[src/hdl/tcw_pkg.sv]
`timescale 1ns / 1ps
// ----------------------------------------------------------------------------
// tcw_pkg: shared types and constants for the text console writer
// Grid geometry, command and character codes, cell and payload structs.
// ----------------------------------------------------------------------------
package tcw_pkg;

  localparam int COLUMNS    = 80;
  localparam int ROWS       = 25;
  localparam int TAB_WIDTH  = 4;
  localparam int CELL_COUNT = COLUMNS * ROWS;

  // cursor can run a few cells past the grid before the scroll
  localparam int ADDR_W  = 11;
  localparam int COL_W   = $clog2(COLUMNS);
  localparam int TAB_W   = $clog2(TAB_WIDTH + 1);

  localparam logic [1:0] CMD_PUT   = 2'd0;
  localparam logic [1:0] CMD_CLEAR = 2'd1;
  localparam logic [1:0] CMD_READ  = 2'd2;

  localparam logic [7:0] CHAR_NUL   = 8'd0;
  localparam logic [7:0] CHAR_BS    = 8'd8;
  localparam logic [7:0] CHAR_TAB   = 8'd9;
  localparam logic [7:0] CHAR_LF    = 8'd10;
  localparam logic [7:0] CHAR_SPACE = 8'd32;

  localparam logic [7:0] RESET_ATTR = 8'h0F;

  typedef struct packed {
    logic [7:0] attr;
    logic [7:0] chr;
  } cell_t;

  typedef struct packed {
    logic [1:0]        command;
    logic [7:0]        char_code;
    logic [ADDR_W-1:0] cell_index;
  } in_item_t;

  typedef struct packed {
    logic [ADDR_W-1:0] cursor_cell;
    logic [7:0]        read_char;
    logic [7:0]        read_attr;
  } out_item_t;

  typedef struct packed {
    logic              we;
    logic [ADDR_W-1:0] waddr;
    cell_t             wdata;
    logic              re;
    logic [ADDR_W-1:0] raddr;
  } mem_req_t;

  typedef enum logic [3:0] {
    ST_INIT,
    ST_IDLE,
    ST_CLEAR,
    ST_TAB,
    ST_READ,
    ST_SCR_PRIME,
    ST_SCR_COPY,
    ST_SCR_BLANK
  } state_t;

endpackage

[src/hdl/tcw_ctrl.sv]
`timescale 1ns / 1ps
// ----------------------------------------------------------------------------
// tcw_ctrl: console sequencer
// Cursor tracking, command decode and the sweeps for init, clear and scroll.
// ----------------------------------------------------------------------------
module tcw_ctrl
  import tcw_pkg::*;
(
  input  logic      clk,
  input  logic      rst_n,
  input  logic      start,
  output logic      busy,
  input  in_item_t  in_data,
  input  logic      cfg_valid,
  output logic      cfg_ready,
  input  logic [7:0] cfg_data,
  output logic      out_valid,
  output out_item_t out_data,
  output mem_req_t  mem_req,
  input  cell_t     mem_rdata
);

  localparam logic [ADDR_W-1:0] LAST_CELL  = ADDR_W'(CELL_COUNT - 1);
  localparam logic [ADDR_W-1:0] LAST_ROW   = ADDR_W'(CELL_COUNT - COLUMNS);
  localparam logic [ADDR_W-1:0] LAST_COPY  = ADDR_W'(CELL_COUNT - COLUMNS - 1);
  localparam logic [ADDR_W-1:0] CELLS      = ADDR_W'(CELL_COUNT);
  localparam logic [ADDR_W-1:0] COLS_A     = ADDR_W'(COLUMNS);
  localparam logic [COL_W-1:0]  LAST_COL   = COL_W'(COLUMNS - 1);
  localparam logic [TAB_W-1:0]  LAST_TAB   = TAB_W'(TAB_WIDTH - 1);

  state_t            state_r, state_nxt;
  logic [ADDR_W-1:0] cursor_r, cursor_nxt;
  logic [COL_W-1:0]  col_r, col_nxt;
  logic [ADDR_W-1:0] cnt_r, cnt_nxt;
  logic [TAB_W-1:0]  tab_cnt_r, tab_cnt_nxt;
  logic [7:0]        attr_r, attr_nxt;
  logic              out_valid_r, out_valid_nxt;
  out_item_t         out_data_r, out_data_nxt;
  cell_t             blank;
  logic [COL_W-1:0]  col_inc;

  assign blank     = '{attr: attr_r, chr: CHAR_SPACE};
  assign col_inc   = (col_r == LAST_COL) ? '0 : col_r + COL_W'(1);
  assign cfg_ready = 1'b1;
  assign busy      = (state_r != ST_IDLE);
  assign out_valid = out_valid_r;
  assign out_data  = out_data_r;

  always_ff @(posedge clk) begin
    if (!rst_n) begin
      state_r     <= ST_INIT;
      cursor_r    <= '0;
      col_r       <= '0;
      cnt_r       <= '0;
      tab_cnt_r   <= '0;
      attr_r      <= RESET_ATTR;
      out_valid_r <= 1'b0;
    end else begin
      state_r     <= state_nxt;
      cursor_r    <= cursor_nxt;
      col_r       <= col_nxt;
      cnt_r       <= cnt_nxt;
      tab_cnt_r   <= tab_cnt_nxt;
      attr_r      <= attr_nxt;
      out_valid_r <= out_valid_nxt;
    end
  end

  always_ff @(posedge clk) begin
    out_data_r <= out_data_nxt;
  end

  always_comb begin
    state_nxt     = state_r;
    cursor_nxt    = cursor_r;
    col_nxt       = col_r;
    cnt_nxt       = cnt_r;
    tab_cnt_nxt   = tab_cnt_r;
    attr_nxt      = (cfg_valid && cfg_ready) ? cfg_data : attr_r;
    out_valid_nxt = 1'b0;
    out_data_nxt  = out_data_r;
    mem_req       = '0;

    unique case (state_r)
      ST_INIT: begin
        mem_req.we    = 1'b1;
        mem_req.waddr = cnt_r;
        mem_req.wdata = '{attr: RESET_ATTR, chr: CHAR_SPACE};
        cnt_nxt       = cnt_r + ADDR_W'(1);
        if (cnt_r == LAST_CELL) begin
          state_nxt = ST_IDLE;
        end
      end

      ST_IDLE: begin
        if (start) begin
          out_data_nxt = '{cursor_cell: cursor_r, read_char: '0, read_attr: '0};
          unique case (in_data.command)
            CMD_PUT: begin
              priority if (in_data.char_code == CHAR_NUL) begin
                out_valid_nxt = 1'b1;
              end else if (in_data.char_code == CHAR_LF) begin
                cursor_nxt = cursor_r - ADDR_W'(col_r) + COLS_A;
                col_nxt    = '0;
                if (cursor_nxt >= CELLS) begin
                  state_nxt = ST_SCR_PRIME;
                end else begin
                  out_valid_nxt            = 1'b1;
                  out_data_nxt.cursor_cell = cursor_nxt;
                end
              end else if (in_data.char_code == CHAR_BS) begin
                if (cursor_r != '0) begin
                  cursor_nxt    = cursor_r - ADDR_W'(1);
                  col_nxt       = (col_r == '0) ? LAST_COL : col_r - COL_W'(1);
                  mem_req.we    = 1'b1;
                  mem_req.waddr = cursor_nxt;
                  mem_req.wdata = blank;
                end
                out_valid_nxt            = 1'b1;
                out_data_nxt.cursor_cell = cursor_nxt;
              end else if (in_data.char_code == CHAR_TAB) begin
                tab_cnt_nxt = '0;
                state_nxt   = ST_TAB;
              end else begin
                mem_req.we    = 1'b1;
                mem_req.waddr = cursor_r;
                mem_req.wdata = '{attr: attr_r, chr: in_data.char_code};
                cursor_nxt    = cursor_r + ADDR_W'(1);
                col_nxt       = col_inc;
                if (cursor_nxt >= CELLS) begin
                  state_nxt = ST_SCR_PRIME;
                end else begin
                  out_valid_nxt            = 1'b1;
                  out_data_nxt.cursor_cell = cursor_nxt;
                end
              end
            end
            CMD_CLEAR: begin
              cnt_nxt   = '0;
              state_nxt = ST_CLEAR;
            end
            CMD_READ: begin
              if (in_data.cell_index < CELLS) begin
                mem_req.re    = 1'b1;
                mem_req.raddr = in_data.cell_index;
                state_nxt     = ST_READ;
              end else begin
                out_valid_nxt = 1'b1;
              end
            end
            default: begin
              out_valid_nxt = 1'b1;
            end
          endcase
        end
      end

      ST_CLEAR: begin
        mem_req.we    = 1'b1;
        mem_req.waddr = cnt_r;
        mem_req.wdata = blank;
        cnt_nxt       = cnt_r + ADDR_W'(1);
        cursor_nxt    = '0;
        col_nxt       = '0;
        if (cnt_r == LAST_CELL) begin
          state_nxt     = ST_IDLE;
          out_valid_nxt = 1'b1;
          out_data_nxt  = '{cursor_cell: '0, read_char: '0, read_attr: '0};
        end
      end

      ST_TAB: begin
        // blanks past the last cell are dropped
        if (cursor_r < CELLS) begin
          mem_req.we    = 1'b1;
          mem_req.waddr = cursor_r;
          mem_req.wdata = blank;
        end
        cursor_nxt  = cursor_r + ADDR_W'(1);
        col_nxt     = col_inc;
        tab_cnt_nxt = tab_cnt_r + TAB_W'(1);
        if (tab_cnt_r == LAST_TAB) begin
          if (cursor_nxt >= CELLS) begin
            state_nxt = ST_SCR_PRIME;
          end else begin
            state_nxt     = ST_IDLE;
            out_valid_nxt = 1'b1;
            out_data_nxt  = '{cursor_cell: cursor_nxt, read_char: '0, read_attr: '0};
          end
        end
      end

      ST_READ: begin
        state_nxt     = ST_IDLE;
        out_valid_nxt = 1'b1;
        out_data_nxt  = '{cursor_cell: cursor_r, read_char: mem_rdata.chr,
                          read_attr: mem_rdata.attr};
      end

      ST_SCR_PRIME: begin
        mem_req.re    = 1'b1;
        mem_req.raddr = COLS_A;
        cnt_nxt       = '0;
        cursor_nxt    = LAST_ROW;
        col_nxt       = '0;
        state_nxt     = ST_SCR_COPY;
      end

      ST_SCR_COPY: begin
        // read runs one row ahead of the write, so no overlap on an entry
        mem_req.we    = 1'b1;
        mem_req.waddr = cnt_r;
        mem_req.wdata = mem_rdata;
        if (cnt_r == LAST_COPY) begin
          cnt_nxt   = LAST_ROW;
          state_nxt = ST_SCR_BLANK;
        end else begin
          mem_req.re    = 1'b1;
          mem_req.raddr = cnt_r + COLS_A + ADDR_W'(1);
          cnt_nxt       = cnt_r + ADDR_W'(1);
        end
      end

      ST_SCR_BLANK: begin
        mem_req.we    = 1'b1;
        mem_req.waddr = cnt_r;
        mem_req.wdata = blank;
        cnt_nxt       = cnt_r + ADDR_W'(1);
        if (cnt_r == LAST_CELL) begin
          state_nxt     = ST_IDLE;
          out_valid_nxt = 1'b1;
          out_data_nxt  = '{cursor_cell: cursor_r, read_char: '0, read_attr: '0};
        end
      end

      default: begin
        state_nxt = ST_IDLE;
      end
    endcase
  end

endmodule

[config.mk]
export PLATFORM = sky130hd
export DESIGN_NAME = tcw_ctrl
export DESIGN_NICKNAME = d
export VERILOG_FILES = /design/src/hdl/tcw_pkg.sv /design/src/hdl/tcw_ctrl.sv
export SDC_FILE = /design/constraint.sdc
export NUM_CORES = 1
export LEC_CHECK = 0
export ABC_AREA = 1
export BUFFER_PORTS_ARGS = -buffer_cell sky130_fd_sc_hd__buf_2
export CORE_ASPECT_RATIO = 0.7
export CORE_MARGIN = 2
export CORE_UTILIZATION = 31
export CTS_CLUSTER_DIAMETER = 40
export CTS_CLUSTER_SIZE = 14
export DETAILED_ROUTE_END_ITERATION = 10
export PLACE_DENSITY = 0.48
export REMOVE_ABC_BUFFERS = 1
export SYNTH_ARGS = -nofsm -noshare
export SYNTH_HDL_FRONTEND = slang
export SYNTH_SLANG_ARGS = --single-unit
[constraint.sdc]
create_clock -name clk -period 3.3 [get_ports clk]
set_clock_uncertainty 0.05 [all_clocks]
set_input_delay 0.495 -clock clk [delete_from_list [all_inputs] [get_ports clk]]
set_output_delay 0.495 -clock clk [all_outputs]
set_load 0.05 [all_outputs]
==> flow_metrics.env <==
export IMPL_run_status="finished clean"
export IMPL_wl_per_cell_um=18.2
export IMPL_max_slew_margin_pct=55.5
export IMPL_drive_above_1_share_pct=20.1
export IMPL_die_h_um=126
export IMPL_root_buffer="clkbuf_16"
export IMPL_syn_to_final_growth_pct=22.5
export IMPL_drtPass1Iterations=6
export IMPL_tritoncts="built"
export IMPL_n_fill_cell=2324
export IMPL_fin_crit_sh_pct=98.6
export IMPL_ctsHoldBuffers=0
export IMPL_slew_violations=0
export IMPL_p_leak_nw=4.00
export IMPL_switching_share_pct=24.8
export IMPL_via_count=7580
export IMPL_ys_ff_latch=71
export IMPL_switching_power_uw=554
export IMPL_synth_avg_cell_area_um2=6.33
export IMPL_cp_arrival_ps=2710
export IMPL_grt_ovfl_total=0
export IMPL_synth_simple_area_share_pct=35.9
export IMPL_nets=1272
export IMPL_p_clk_share_pct=52.4
export IMPL_synth_top_family_by_area="simple AND/OR/NAND/NOR gates"
export IMPL_place_ws_ps=30.4
export IMPL_placed_cell_area_um2=7710
export IMPL_gp_congestion=0.939
export IMPL_fin_area_um2=8130
export IMPL_layout_setup_ws_ps=44.9
export IMPL_synth_top_area_cell="nand2_1"
export IMPL_required_ps=2750
export IMPL_fmax_ghz=0.307
export IMPL_maxCapViolations=0
export IMPL_rsz0062_at_grt="yes"
export IMPL_worstSetupPathType="reg -> out"
export IMPL_drc=0
export IMPL_hp_class="in -> reg"
export IMPL_fin_crit_ps=3260
export IMPL_setup_viol=0
export IMPL_antenna_found_initial=0
export IMPL_clockBufferDepth=2
export IMPL_first_global_vias=6731
export IMPL_ys_flop_type="dfxtp_1"
export IMPL_irDropWorstVdd_mv=0.195
export IMPL_netlist_area_um2=6640
export IMPL_clock_sinks=71
export IMPL_muxShareOfSynthArea_pct=0
export IMPL_intPower_mw=1.68
export IMPL_p_per_area_nw_per_um2=275
export IMPL_dp_hpwl_um=21300
export IMPL_port_buffers=117
export IMPL_synthAdderAreaFrac_pct=6.52
export IMPL_final_common_cell="nand2_1"
export IMPL_synth_top_area_share_pct=14.6
export IMPL_track_usage_pct=23.4
export IMPL_p_seq_share_pct=41.1
export IMPL_viasPerCell=5.16
export IMPL_synth_compound_area_share_pct=17.6
export IMPL_grt_max_degree=32
export IMPL_htree_num_levels=3
export IMPL_io_pins=119
export IMPL_ant_nets=0
export IMPL_synth_edff_count=27
export IMPL_p_comb_share_pct=6.5
export IMPL_ys_seq_area_share_pct=25.5
export IMPL_cp_start_kind="flop"
export IMPL_grt_pass1_wl_um=40000
export IMPL_drtIter0Drc=900
export IMPL_clk_pin_slew_ps=70
export IMPL_fin_util_pct=39.0
export IMPL_critPathMaxFanout=7
export IMPL_synthArstFlopShare_pct=0
export IMPL_chipWidth_um=179
export IMPL_synthTopCellsByArea="nand2_1 (15%), dfxtp_1 (13%), edfxtp_1 (12%)"
export IMPL_yosys_area_share_xor_xnor_pct=2.51
export IMPL_num_rows=44
export IMPL_clk_latency_ps=360
export IMPL_syn_instance_count=1049
export IMPL_start_util_pct=31.8
export IMPL_final_cell_mix="nand2_1 (256), inv_1 (151), nor2_1 (132)"
export IMPL_worst_pin_slew_ps=667
export IMPL_synth_distinct_cells=54
export IMPL_diodes=0
export IMPL_wl_um=26700
export IMPL_end_kind="primary output"
export IMPL_cts_buffers=9
export IMPL_die_area_um2=22600
export IMPL_finalHoldViolCount=0
export IMPL_fp_coreArea_um2=20900
export IMPL_yosys_warnings=0
export IMPL_tns_ps=0
cells by family (layout without fill, tap and decap cells):
kind of cell               count (synthesis)  after routing
buffers and inverters                    197            342
adders and majority gates                 34             34
xor gates and xnor gates                  19             19
other                                      1              1
AOI/OAI and AO/OA                        188            188
and+or+nand+nor                          539            539
DFF                                       71             71
final timing paths:
path | startpoint | end | cells after the start | slack (ps)
worst min register to register | attr_r[2]$_SDFFE_PN1P_ | attr_r[2]$_SDFFE_PN1P_ | 2 | 410
worst max-delay path | cursor_r[0]$_SDFFE_PN0P_ | mem_req[28] | 10 | 40
worst min-delay path | cfg_data[0] | attr_r[0]$_SDFFE_PN1P_ | 3 | 300
worst max register to register | col_r[2]$_SDFFE_PN0P_ | out_data[20]$_DFFE_PP_ | 18 | 260
power by group through the flow:
stage | Sequential [mW] | Clock, mW | Combinational [mW]
2_1_floorplan | 0.937 | 0 | 0.0723
3_3_place_gp | 0.938 | 0 | 0.144
3_5_place_dp | 0.938 | 0 | 0.144
4_1_cts | 0.918 | 1.19 | 0.144
5_1_grt | 0.919 | 1.23 | 0.161
6_report | 0.918 | 1.17 | 0.146
sequential cells by signal, indices dropped and copies added (netlist names):
name	count
cnt_r	11
attr_r	8
out_valid	1
col_r	7
state_r	3
out_data	27
tab_cnt_r	3
cursor_r	11
through the flow:
step	instances	hold WS, ps	total power, mW
floorplan	1018	379	1.01
global placement	1453	392	1.08
detailed placement	1453	398	1.08
CTS	1469	291	2.25
global route	1470	308	2.31
finish	1470	302	2.24
routing by layer:
metal / global-route usage, % / vias to the layer above / share of wire [%]
li1: - / 3712 / -
met1: 38.0 / 3467 / 51
met2: 29.2 / 380 / 37
met3: 6.98 / 21 / 12
met4: 4.59 / 0 / 0.99
met5: 0 / - / 0
Yosys cell counts, types with 8 or more instances:
cell	n
a21oi_1	51
buf_2	9
clkbuf_1	13
dfxtp_1	44
edfxtp_1	27
ha_1	33
inv_1	151
inv_2	10
nand2_1	258
nand2_2	9
nand3_1	85
nand3_2	8
nand4_1	10
nor2_1	135
o211ai_1	13
o21ai_0	59
o221ai_1	11
o22ai_1	12
xor2_1	18
layout make-up:
type | instances | area [µm²] | area share, %
inverters | 166 | 623 | 7.66
repair buffers | 160 | 931 | 11.4
clock inverters | 6 | 97.6 | 1.20
flip-flops and latches | 71 | 1690 | 20.8
well taps | 276 | 345 | 4.25
multi-input cells | 781 | 4190 | 51.5
clock buffers | 10 | 250 | 3.08
critical path, cell delays in order, from the launching register on:
cell and delay [ps]:
dfxtp_1 310, inv_1 80, buf_4 180, ha_1 230, nand3_2 150, nor2_4 150
nand3_1 140, ha_1 220, o211ai_1 350, o221ai_1 260, buf_2 270
repair_timing:
item	4_1_cts	5_1_grt
setup buffers	0	1
endpoints found under the setup margin	0	37
resized for setup	0	29
Power figures use the tool's default switching activity.
